## src/rtl/core/dmwtc_pkg.sv

```systemverilog
`timescale 1ns / 1ps
`default_nettype none
// ----------------------------------------------------------------------------
// dmwtc_pkg: shared types and constants of the write-through cache
// Beat formats of the request and response channels, the access codes and the
// default cache geometry.
// ----------------------------------------------------------------------------
package dmwtc_pkg;

	localparam int INDEX_WIDTH_DEF  = 6;
	localparam int OFFSET_WIDTH_DEF = 3;
	localparam int BLOCK_BYTES_DEF  = 8;

	localparam int ADDR_WIDTH  = 32;
	localparam int BLOCK_WIDTH = 64;
	localparam int CNT_WIDTH   = 32;

	localparam logic OP_READ  = 1'b0;
	localparam logic OP_WRITE = 1'b1;

	typedef struct packed {
		logic                   opcode;
		logic [ADDR_WIDTH-1:0]  address;
		logic [7:0]             write_byte;
		logic [BLOCK_WIDTH-1:0] fill_block;
	} req_t;

	typedef struct packed {
		logic [CNT_WIDTH-1:0] read_hit_count;
		logic [CNT_WIDTH-1:0] read_miss_count;
		logic [CNT_WIDTH-1:0] write_hit_count;
		logic [CNT_WIDTH-1:0] write_miss_count;
	} counts_t;

	typedef struct packed {
		logic                  hit;
		logic [7:0]            read_byte;
		logic                  mem_write_en;
		logic [ADDR_WIDTH-1:0] mem_write_addr;
		logic [7:0]            mem_write_byte;
		logic [CNT_WIDTH-1:0]  read_hit_count;
		logic [CNT_WIDTH-1:0]  read_miss_count;
		logic [CNT_WIDTH-1:0]  write_hit_count;
		logic [CNT_WIDTH-1:0]  write_miss_count;
	} rsp_t;

endpackage
`default_nettype wire

```

## src/rtl/core/dmwtc_stats.sv

```systemverilog
`timescale 1ns / 1ps
`default_nettype none
// ----------------------------------------------------------------------------
// dmwtc_stats: hit and miss counters
// Four wrapping counters; the outputs show the values after the access that
// is being retired.
// ----------------------------------------------------------------------------
module dmwtc_stats (
	input  wire logic               clk,
	input  wire logic               arst_n,
	input  wire logic               upd,
	input  wire logic               is_write,
	input  wire logic               hit,
	output      dmwtc_pkg::counts_t cnt_next
);

	dmwtc_pkg::counts_t cnt_q;

	always_comb begin
		cnt_next = cnt_q;
		if (is_write) begin
			if (hit) begin
				cnt_next.write_hit_count = cnt_q.write_hit_count + 1'b1;
			end else begin
				cnt_next.write_miss_count = cnt_q.write_miss_count + 1'b1;
			end
		end else begin
			if (hit) begin
				cnt_next.read_hit_count = cnt_q.read_hit_count + 1'b1;
			end else begin
				cnt_next.read_miss_count = cnt_q.read_miss_count + 1'b1;
			end
		end
	end

	always_ff @(posedge clk or negedge arst_n) begin
		if (!arst_n) begin
			cnt_q <= '0;
		end else if (upd) begin
			cnt_q <= cnt_next;
		end
	end

endmodule
`default_nettype wire

```

## config.mk

```make
export PLATFORM = sky130hd
export DESIGN_NAME = dmwtc_stats
export DESIGN_NICKNAME = d
export VERILOG_FILES = /design/src/rtl/core/dmwtc_pkg.sv /design/src/rtl/core/dmwtc_stats.sv
export SDC_FILE = /design/constraint.sdc
export NUM_CORES = 1
export LEC_CHECK = 0
export ABC_AREA = 1
export BUFFER_PORTS_ARGS = -buffer_cell sky130_fd_sc_hd__buf_2
export CORE_ASPECT_RATIO = 1.75
export CORE_MARGIN = 2
export CORE_UTILIZATION = 63
export CTS_CLUSTER_DIAMETER = 40
export CTS_CLUSTER_SIZE = 28
export DETAILED_ROUTE_END_ITERATION = 7
export PLACE_DENSITY = 0.87
export RECOVER_POWER = 100
export SYNTH_ARGS = -nofsm -noshare
export SYNTH_HDL_FRONTEND = slang
export SYNTH_SLANG_ARGS = --single-unit
```

## constraint.sdc

```tcl
create_clock -name clk -period 2.95 [get_ports clk]
set_input_delay 0.4425 -clock clk [delete_from_list [all_inputs] [get_ports clk]]
set_output_delay 0.4425 -clock clk [all_outputs]
set_load 0.01 [all_outputs]
```

==> results of run 1 <==
## synth_stat cells, types with 8 or more instances
library cell,instances
and2_1,19
clkbuf_1,22
dfrtp_1,128
inv_1,156
nand2_1,507
nand3_1,113
nand4_1,36
nor2_1,117
nor2_2,13
nor2_4,11
nor3_1,17
o21ai_0,55
xnor2_1,8
xor2_1,63
## layer usage
layer  track usage  share of wire  vias up  routed length (um)
met5             0              0        -                   0
met4         0.168          0.044        0                1050
met3        0.0473          0.050       88                1180
met2         0.579           0.53      355               12500
met1         0.362           0.38     4130                8850
li1              -              -     4330                   -
## area by class of cell
type	instances	share of cell area
inverter	161	0.0616
tap	174	0.0220
sequential	128	0.324
timing repair buffer	140	0.0625
clock buffer	19	0.0458
clock inverter	13	0.0164
multi-input combinational	994	0.468
## cells in the final DEF, fill, tap and decap left out, types with 3 or more instances in the layout
cell type	instances
nand3b_1	8
clkbuf_16	17
nor2_1	134
nand3_1	117
xnor2_1	8
dfrtp_1	128
inv_1	157
nor3_1	20
o21ai_0	57
buf_2	35
clkinv_4	4
xor2_1	63
o21bai_1	3
clkinv_2	3
and2_1	5
bufinv_16	3
nor2_4	4
ha_1	4
and2_0	14
clkinvlp_4	3
nand4_1	36
clkbuf_1	98
o21ai_1	3
nor2_2	3
nand2_1	510
## worst reg2reg max path: stages, from the launching register on
cell	delay (ns)
dfrtp_1	0.46
ha_1	0.21
inv_1	0.06
nor2_1	0.17
nand2_1	0.13
nor2_1	0.34
nand2_1	0.11
xor2_1	0.17
nand2_1	0.05
o21ai_0	0.11
## kinds of logic (layout without fill, tap and decap cells)
group,Yosys count,count (layout),synth area share
adder cells (fa/ha/maj),4,4,0.00575
AO/OA/AOI/OAI,63,63,0.0371
flip-flops,128,128,0.368
AND/OR/NAND/NOR,854,854,0.430
XOR/XNOR,73,73,0.0751
buffers and inverters,192,333,0.0843
## power by group
group,switching (mW),internal [mW]
sequential,0.226,1.94
clock,0.805,1.37
combinational,0.630,0.306
total,1.66,3.62
## worst max-delay path by stage
| stage | from | to | slack [ns] | depth (start not counted) |
|---|---|---|---|---|
| floorplan | hit | cnt_next[25] | 0.99 | 8 |
| global route | arst_n | cnt_q[96] | 0.02 | 3 |
| global placement | is_write | cnt_next[14] | 0.56 | 10 |
| finish | cnt_q[96] | cnt_next[108] | 0.17 | 7 |
| detailed placement | is_write | cnt_next[16] | 0.54 | 8 |
| CTS | cnt_q[4] | cnt_next[26] | 0.22 | 7 |
## repair_timing
item,4_1_cts,5_1_grt
endpoints found under the setup margin,0,0
endpoints found under the hold margin,26,0
hold buffers,1,0
==> results.txt, run 1 <==
----------------------------------------------------
[Worst setup path]
  Crit Path Max Fanout ... 6
  Delay of the slowest cell on the worst path ... 0.46 ns
  Setup crit start kind ... register
  Critical register-to-register path startpoint ... cnt_q[96]
  CP dominant cell by count ... nor2_1
  Top cell family by delay on the critical path ... simple AND/OR/NAND/NOR gates
  Cell type of the slowest stage on the worst timing path ... dfrtp_1
  Arrival time reported for the critical path endpoint ... 2.34 ns
  Crit path kind ... reg2out
  Number of buffers and inverters on the critical path ... 2
  WP data required ... 2.51 ns
  Cell Chain, Critical Path ... ha_1, inv_1, nor2_1, nand2_1, nor2_1, xor2_1, clkbuf_1
  Endpoint class of the critical path ... output pin
  Flop2flop setup slack ... 0.94 ns
  RR Endpoint ... cnt_q[112]
  Number of cells on the worst reg-to-reg path ... 9

[Floorplanning]
  Overall die area ... 14800 um2
  Initial standard-cell utilization of the core ... 0.647
  Core Region ... 13500 um2
  Chip width ... 92.9 um
  Die span in y ... 160 um
  Num ports ... 133
  Number of placement rows ... 56

[Yosys]
  Top area cells in the synthesized netlist ... dfrtp_1 37%, nand2_1 22%, inv_1 6.7%
  Syn avg cell area ... 6.63 um2
  Post-Syn Instances ... 1314
  Cell type contributing the most total cell area after synthesis ... dfrtp_1
  Mapped Area ... 8710 um2
  Number of enable-type register cells in the synthesized netlist ... 0
  Fraction of synthesis flops using an asynchronous set or reset pin ... 1.00
  Share of the synthesized area in the top cell type ... 0.368
  Count of synthesis-stage warnings from yosys ... 0
  Sequential cell area fraction in the yosys report ... 0.368
  Flip-flop and latch count after synthesis ... 128
  Mapped Nets ... 1323
  Ys flop type ... dfrtp_1
  Unique masters post-synth ... 31

[Final layout]
  Fin cells ... 1629
  Fraction of final layout cells sized beyond drive strength 1 ... 0.0612
  Count of fill cells added during filler insertion ... 1204
  Fin nets ... 1451
  Largest register by flop count ... cnt_q
  Sequential cell area ... 3200 um2
  Area growth syn-to-layout ... 13.6%
  Fin area ... 9890 um2
  Area taken by multi-input logic gates ... 4630 um2
  Core occupancy in the finished layout ... 0.735
  Largest registers ranked by flip-flop count ... cnt_q x128
  Diodes inserted ... 0
  Max FFs per register ... 128

[Placement]
  Total placed instance area ... 9560 um2
  IO buf count ... 132
  Routability congestion estimate from global placement ... 0.943
  Dpl hpwl ... 17000 um
  Pre-CTS WS ... 0.541 ns
  Inst Count DP ... 1596

[Global routing]
  Via count of the first global-routing pass ... 8536
  Grt total ovfl ... 0
  Antenna violations before repair ... 0
  Overall routing resource usage ... 0.322
  Wire length of the first global-routing pass ... 38900 um
  Pin count of the biggest net entering global routing ... 154

[Timing]
  Fin crit share ... 0.944
  Min setup slack post-route ... 0.166 ns
  Final hold violations ... 0
  Max-Slew Margin vs Limit ... -0.142
  Time the final worst path needs with I/O delays and setup ... 2.78 ns
  Highest achievable clock rate ... 359 MHz
  Count of final setup violators ... 0
  Pin slew with the least headroom to its limit ... 1.71 ns
  Worst clock skew ... 0.0104 ns
  Unrepaired setup endpoints after global routing ... no
  Final max-slew violation count ... 183
  Total negative slack ... 0 ns
  Hold_ws ... 0.505 ns

[Clock network]
  Number of CTS-inserted buffers ... 17
  CTS tree ... built
  Max Buffers Root-to-Sink ... 2
  Sink Count ... 128
  Gates resized, CTS repair ... 0
  Root buf cell ... clkbuf_16
  Buffers inserted by post-CTS timing repair ... 0
  CTS H-Tree Depth ... 4
  CTS clock-pin slew for the worst setup and hold paths ... 0.06 ns
  Clock latency reported for the late side of the worst-skew pair ... 0.42 ns

[Power and ir drop]
  Reported leakage power ... 4.98 nW
  Peak VDD IR ... 0.000418 V
  P per Cell Area ... 534 nW/um2
  Total power ... 5.28 mW

[Worst hold path]
  End of the worst hold path ... cnt_q[63]
  Min-delay worst type ... reg2reg
  Startpoint of the most critical hold path ... cnt_q[63]
  Hold-critical path depth ... 2

[Route]
  Sum of routed wire length over all layers ... 23600 um
  DRT antenna net count ... 0
  # DRC ... 0
  Number of DRC violations after detailed-routing iteration 0 ... 473
  Length of the first detailed-routing pass in iterations ... 5
  Total number of vias ... 8903
  Routed wire per std cell ... 14.5 um
  Vias per cell ... 5.47

[Outcome]
  Violated checks ... capacitance limit, slew limit
  Result of the run ... finished with violations

[Flow run]
  Count of max-cap constraint violations ... 2

----------------------------------------------------
(Power assumes the default switching activity.)
==> run 2, diff against run 1 <==
MAX_ROUTING_LAYER = met4   (was default)
==> run 2 against run 1 <==
  * The flow now finishes without violations
  * Cell area is 0.15% lower
  * Cell count barely moved
  * Non-clock buffer count stayed put
  * Utilization fell by 0.11 points
  * Worst setup slack got worse by 0.028 ns
  * Maximum frequency decreased by 0.99%
  * Sequential share of layout area barely moved
  * Die area is the same
  * Sequential power about the same
  * Clock-buffer cell count is 1 lower
  * Hold slack about the same
  * Clock skew rose by 0.0025 ns
  * Critical path type unchanged
  * Largest cell class unchanged
  * Largest power group unchanged
==> results.txt, run 2 (synthesis gave the netlist of run 1 again) <==
----------------------------------------------------
[Global routing]
  Pin count of the biggest net entering global routing ... 56
  Wire length of the first global-routing pass ... 39800 um
  Grt total ovfl ... 0
  Overall routing resource usage ... 0.338
  Antenna violations before repair ... 0
  Via count of the first global-routing pass ... 8663

[Floorplanning]
  Number of placement rows ... 56
  Die span in y ... 160 um
  Core Region ... 13500 um2
  Overall die area ... 14800 um2
  Num ports ... 133
  Initial standard-cell utilization of the core ... 0.647
  Chip width ... 92.9 um

[Final layout]
  Commonest cells after routing, fill and taps aside ... 511 x nand2_1, 159 x inv_1, 135 x nor2_1, 128 x dfrtp_1, 118 x nand3_1
  Fraction of final layout cells sized beyond drive strength 1 ... 0.0681
  Largest registers ranked by flip-flop count ... cnt_q x128
  Fin area ... 9870 um2
  Diodes inserted ... 0
  Most common library cell in the layout ignoring fill and taps ... nand2_1
  Largest register by flop count ... cnt_q
  Area growth syn-to-layout ... 13.4%
  Fin nets ... 1451
  Max FFs per register ... 128
  Count of fill cells added during filler insertion ... 1222
  Core occupancy in the finished layout ... 0.734

[Worst setup path]
  Arrival time reported for the critical path endpoint ... 2.37 ns
  Cell type of the slowest stage on the worst timing path ... dfrtp_1
  Top cell family by delay on the critical path ... simple AND/OR/NAND/NOR gates
  Number of cells on the critical path ... 7
  Cell Chain, Critical Path ... nand3_1, nor2_1, nand2_1, nor2_1, nand4_1, and2_0, buf_2
  Number of buffers and inverters on the critical path ... 1
  Crit Path Max Fanout ... 6
  CP dominant cell by count ... nor2_1
  Endpoint class of the critical path ... output pin
  Delay of the slowest cell on the worst path ... 0.46 ns
  Number of cells on the worst reg-to-reg path ... 7
  Crit path kind ... reg2out
  WP data required ... 2.51 ns
  Setup crit start kind ... register

[Timing]
  Worst clock skew ... 0.0128 ns
  Max-Slew Margin vs Limit ... 0.0824
  Total negative slack ... 0 ns
  Count of final setup violators ... 0
  Final max-slew violation count ... 0
  Unrepaired setup endpoints after global routing ... no
  Highest achievable clock rate ... 356 MHz
  Fin crit share ... 0.953
  Final hold violations ... 0
  Time the final worst path needs with I/O delays and setup ... 2.81 ns
  Pin slew with the least headroom to its limit ... 1.38 ns

[Clock network]
  Root buf cell ... clkbuf_16
  Number of CTS-inserted buffers ... 17
  Clock latency reported for the late side of the worst-skew pair ... 0.43 ns
  CTS clock-pin slew for the worst setup and hold paths ... 0.06 ns
  Max Buffers Root-to-Sink ... 2
  CTS H-Tree Depth ... 4
  Buffers inserted by post-CTS timing repair ... 0
  CTS tree ... built
  Sink Count ... 128

[Route]
  Number of DRC violations after detailed-routing iteration 0 ... 455
  Vias per cell ... 5.48
  Routed wire per std cell ... 14.8 um
  Length of the first detailed-routing pass in iterations ... 5
  DRT antenna net count ... 0
  # DRC ... 0
  Sum of routed wire length over all layers ... 24100 um
  Total number of vias ... 8924

[Placement]
  Total placed instance area ... 9540 um2
  Dpl hpwl ... 17500 um
  IO buf count ... 132
  Routability congestion estimate from global placement ... 0.952

[Flow run]
  Count of max-cap constraint violations ... 0

[Power and ir drop]
  P per Cell Area ... 544 nW/um2
  Reported leakage power ... 5.05 nW
  Peak VDD IR ... 0.000440 V

[Worst hold path]
  Hold-critical path depth ... 2
  Min-delay worst type ... reg2reg

[Outcome]
  Result of the run ... complete, no violations

----------------------------------------------------
run 2: changes by cell type in the layout (fill, tap and decap cells not counted), moves of 2 or more:
cell and change:
clkbuf_1 -15, clkinvlp_4 -3, clkbuf_2 +4, and2_1 +2, inv_2 -2, buf_2 +13, inv_1 +2, and2_0 -2
buf_12 -2
run 2: per-stage QoR:
stage	setup slack (ns)	instances	power, mW	hold WS, ns
6_report	0.138	1628	5.37	0.505
3_3_place_gp	0.489	1596	3.12	0.370
4_1_cts	0.211	1628	5.43	0.470
2_1_floorplan	0.985	1314	2.74	0.147
3_5_place_dp	0.475	1596	3.16	0.375
5_1_grt	0.0164	1628	5.59	0.545
run 2: routing by layer:
metal | global-route usage | wire, um | up-vias
met4 | 0.167 | 1020 | 0
met2 | 0.597 | 13000 | 335
met3 | 0.0336 | 1160 | 94
li1 | - | - | 4344
met5 | - | 0 | -
met1 | 0.374 | 8960 | 4151
run 2: where the power goes:
part           switching (mW)  internal, mW
clock network           0.834          1.44
registers               0.223          1.94
logic                   0.631         0.305
run 2: area by class of cell:
cell class / count / area (um2) / area share
Multi-Input combinational cell: 994 / 4610 / 0.467
Clock inverter: 13 / 188 / 0.0190
Sequential cell: 128 / 3200 / 0.324
Tap cell: 174 / 218 / 0.0220
Inverter: 161 / 609 / 0.0617
Timing Repair Buffer: 140 / 607 / 0.0615
Clock buffer: 18 / 439 / 0.0445
run 2: worst register-to-register path, cell delays in order (launching register included):
cell     delay (ns)
dfrtp_1        0.46
nand3_1        0.16
nor2_1         0.28
nand2_1        0.14
nor2_1         0.38
nand3_1        0.16
nand3_1        0.11
o21ai_0        0.12
run 2: what timing repair did:
| action | CTS | global route |
|---|---|---|
| hold buffers | 1 | 0 |
| hold endpoints to repair | 21 | 0 |
| gates resized for setup | 0 | 0 |
run 2: final timing paths:
path	slack, ns	to	from
setup reg to reg	0.96	cnt_q[119]	cnt_q[96]
min in group asynchronous	0.86	cnt_q[89]	arst_n
max in group asynchronous	0.52	cnt_q[47]	arst_n
hold / removal	0.50	cnt_q[63]	cnt_q[63]
hold reg to reg	0.50	cnt_q[63]	cnt_q[63]
setup / recovery	0.14	cnt_next[127]	cnt_q[96]
==> run 3, diff against run 2 <==
CORE_ASPECT_RATIO = 0.6   (was 1.75)
==> run 3 against run 2 <==
  * The flow now finishes with violations (capacitance limit, slew limit)
  * Register-to-register slack better by 0.04 ns
  * Clock-buffer cell count is 5 higher
  * Non-clock buffer count down 2
  * Sequential cell count did not move
  * Clock power fell by 8.8%
  * Wire length is 0.49% lower
  * Utilization shrank 0.87 points
  * Combinational power grew 2%
  * Critical path type is now in2out
  * Largest power group is now sequential cells
  * Highest routed layer unchanged
==> results.txt, run 3 (synthesis gave the netlist of run 1 again) <==
----------------------------------------------------
[Outcome]
  Result of the run ... finished with violations
  Violated checks ... capacitance limit, slew limit

[Final layout]
  Fin cells ... 1625
  Count of fill cells added during filler insertion ... 1132
  Core occupancy in the finished layout ... 0.725
  Fin nets ... 1449
  Diodes inserted ... 0
  Area growth syn-to-layout ... 13.1%
  Largest register by flop count ... cnt_q
  Commonest cells after routing, fill and taps aside ... 511 x nand2_1, 158 x inv_1, 128 x nor2_1, 128 x dfrtp_1, 117 x nand3_1
  Most common library cell in the layout ignoring fill and taps ... nand2_1
  Max FFs per register ... 128
  Fraction of final layout cells sized beyond drive strength 1 ... 0.0731
  Largest registers ranked by flip-flop count ... cnt_q x128

[Placement]
  Routability congestion estimate from global placement ... 0.924
  Dpl hpwl ... 17400 um
  Inst Count DP ... 1596
  IO buf count ... 132

[Flow run]
  Count of max-cap constraint violations ... 1

[Global routing]
  Met2 usage in global routing ... 0.496
  Wire length of the first global-routing pass ... 39500 um
  Busiest grt layer ... met1
  Met1 track utilization from global routing ... 0.507
  Antenna violations before repair ... 0
  Grt total ovfl ... 0
  Overall routing resource usage ... 0.347
  GRT met3 Usage ... 0.0650
  Via count of the first global-routing pass ... 8077
  Pin count of the biggest net entering global routing ... 107

[Clock network]
  Gates resized, CTS repair ... 0
  Root buf cell ... clkbuf_16
  Sink Count ... 128
  CTS tree ... built
  Hold-fix buffers at CTS ... 0
  Number of CTS-inserted buffers ... 17
  CTS H-Tree Depth ... 4
  Buffers inserted by post-CTS timing repair ... 0
  Max Buffers Root-to-Sink ... 2
  Clock latency reported for the late side of the worst-skew pair ... 0.41 ns
  CTS clock-pin slew for the worst setup and hold paths ... 0.06 ns

[Route]
  Total number of vias ... 8985
  Routed wire per std cell ... 14.8 um
  Number of DRC violations after detailed-routing iteration 0 ... 1055
  Vias per cell ... 5.53
  Sum of routed wire length over all layers ... 24000 um
  Length of the first detailed-routing pass in iterations ... 5
  DRT antenna net count ... 0
  # DRC ... 0

[Timing]
  Fin crit share ... 0.954
  Total negative slack ... 0 ns
  Final hold violations ... 0
  Time the final worst path needs with I/O delays and setup ... 2.81 ns
  Pin slew with the least headroom to its limit ... 2.11 ns
  Final max-slew violation count ... 37
  Count of final setup violators ... 0
  Unrepaired setup endpoints after global routing ... no
  Max-Slew Margin vs Limit ... -0.409
  Worst clock skew ... 0.0105 ns
  Highest achievable clock rate ... 355 MHz

[Power and ir drop]
  P per Cell Area ... 527 nW/um2
  Reported leakage power ... 5.03 nW
  Peak VDD IR ... 0.000281 V

[Floorplanning]
  Number of placement rows ... 33
  Initial standard-cell utilization of the core ... 0.641
  Die span in y ... 95.1 um
  Overall die area ... 14800 um2
  Chip width ... 156 um
  Core Region ... 13600 um2
  Num ports ... 133

[Worst setup path]
  Critical register-to-register path startpoint ... cnt_q[96]
  Crit path kind ... in2out
  Setup crit start kind ... input pin
  RR Endpoint ... cnt_q[112]
  Crit Path Max Fanout ... 8
  Number of cells on the worst reg-to-reg path ... 9
  Endpoint class of the critical path ... output pin
  Arrival time reported for the critical path endpoint ... 2.37 ns
  Capture point of the critical path ... cnt_next[47]
  Origin of the worst setup path ... hit
  Flop2flop setup slack ... 1.00 ns
  WP data required ... 2.51 ns

[Worst hold path]
  Min-delay worst type ... reg2reg

----------------------------------------------------
[run 3: cell count changes in the layout (fill, tap and decap cells not counted), moves of 3 or more]
cell      delta
nor2_2       +3
clkinv_4     -5
nor2_4       +4
buf_2        +3
clkbuf_8     +3
clkbuf_1     -3
nor2_1       -7
[run 3: routing by layer]
layer | wire length [um] | vias up | share of wire
li1 | - | 4334 | -
met1 | 11200 | 4140 | 0.47
met2 | 9920 | 471 | 0.41
met3 | 2570 | 40 | 0.11
met4 | 352 | 0 | 0.015
met5 | 0 | - | 0
[run 3: final cells by class]
cell class                 instances  area, um2  share of cell area
multi-input combinational        994       4640               0.471
sequential                       128       3200               0.325
timing repair buffer             138        611              0.0620
inverter                         161        609              0.0618
clock buffer                      23        488              0.0495
tap                              175        219              0.0222
clock inverter                     6       82.6             0.00838
[run 3: report_power, final]
part	internal, mW	switching (mW)	leakage, nW
Combinational	0.313	0.642	3.02
Clock	1.32	0.752	0.281
Sequential	1.94	0.228	1.73
[run 3: stage by stage]
step,cell area (um2),hold slack [ns],power [mW],setup WS [ns]
4_1_cts,10100,0.0154,5.23,0.177
5_1_grt,9850,0.534,5.44,0.00350
3_3_place_gp,9540,0.452,3.13,0.447
2_1_floorplan,8710,0.147,2.74,0.985
6_report,9850,0.509,5.19,0.136
3_5_place_dp,9540,0.451,3.17,0.395
[run 3: critical path, stage by stage]
cell and delay (ns):
clkbuf_1 0.43, nand2_1 0.39, nor2_4 0.23, nand3b_1 0.21, nor2_2 0.31, xor2_1 0.21
buf_2 0.16
[run 3: worst min path at each step]
stage	startpoint	slack [ns]	cells past startpoint	end
after global placement	arst_n	0.45	1	cnt_q[125]
after CTS	arst_n	0.02	1	cnt_q[125]
after global routing	cnt_q[62]	0.53	2	cnt_q[62]
after detailed placement	arst_n	0.45	1	cnt_q[125]
final	cnt_q[63]	0.51	2	cnt_q[63]
after floorplan	arst_n	0.15	0	cnt_q[0]
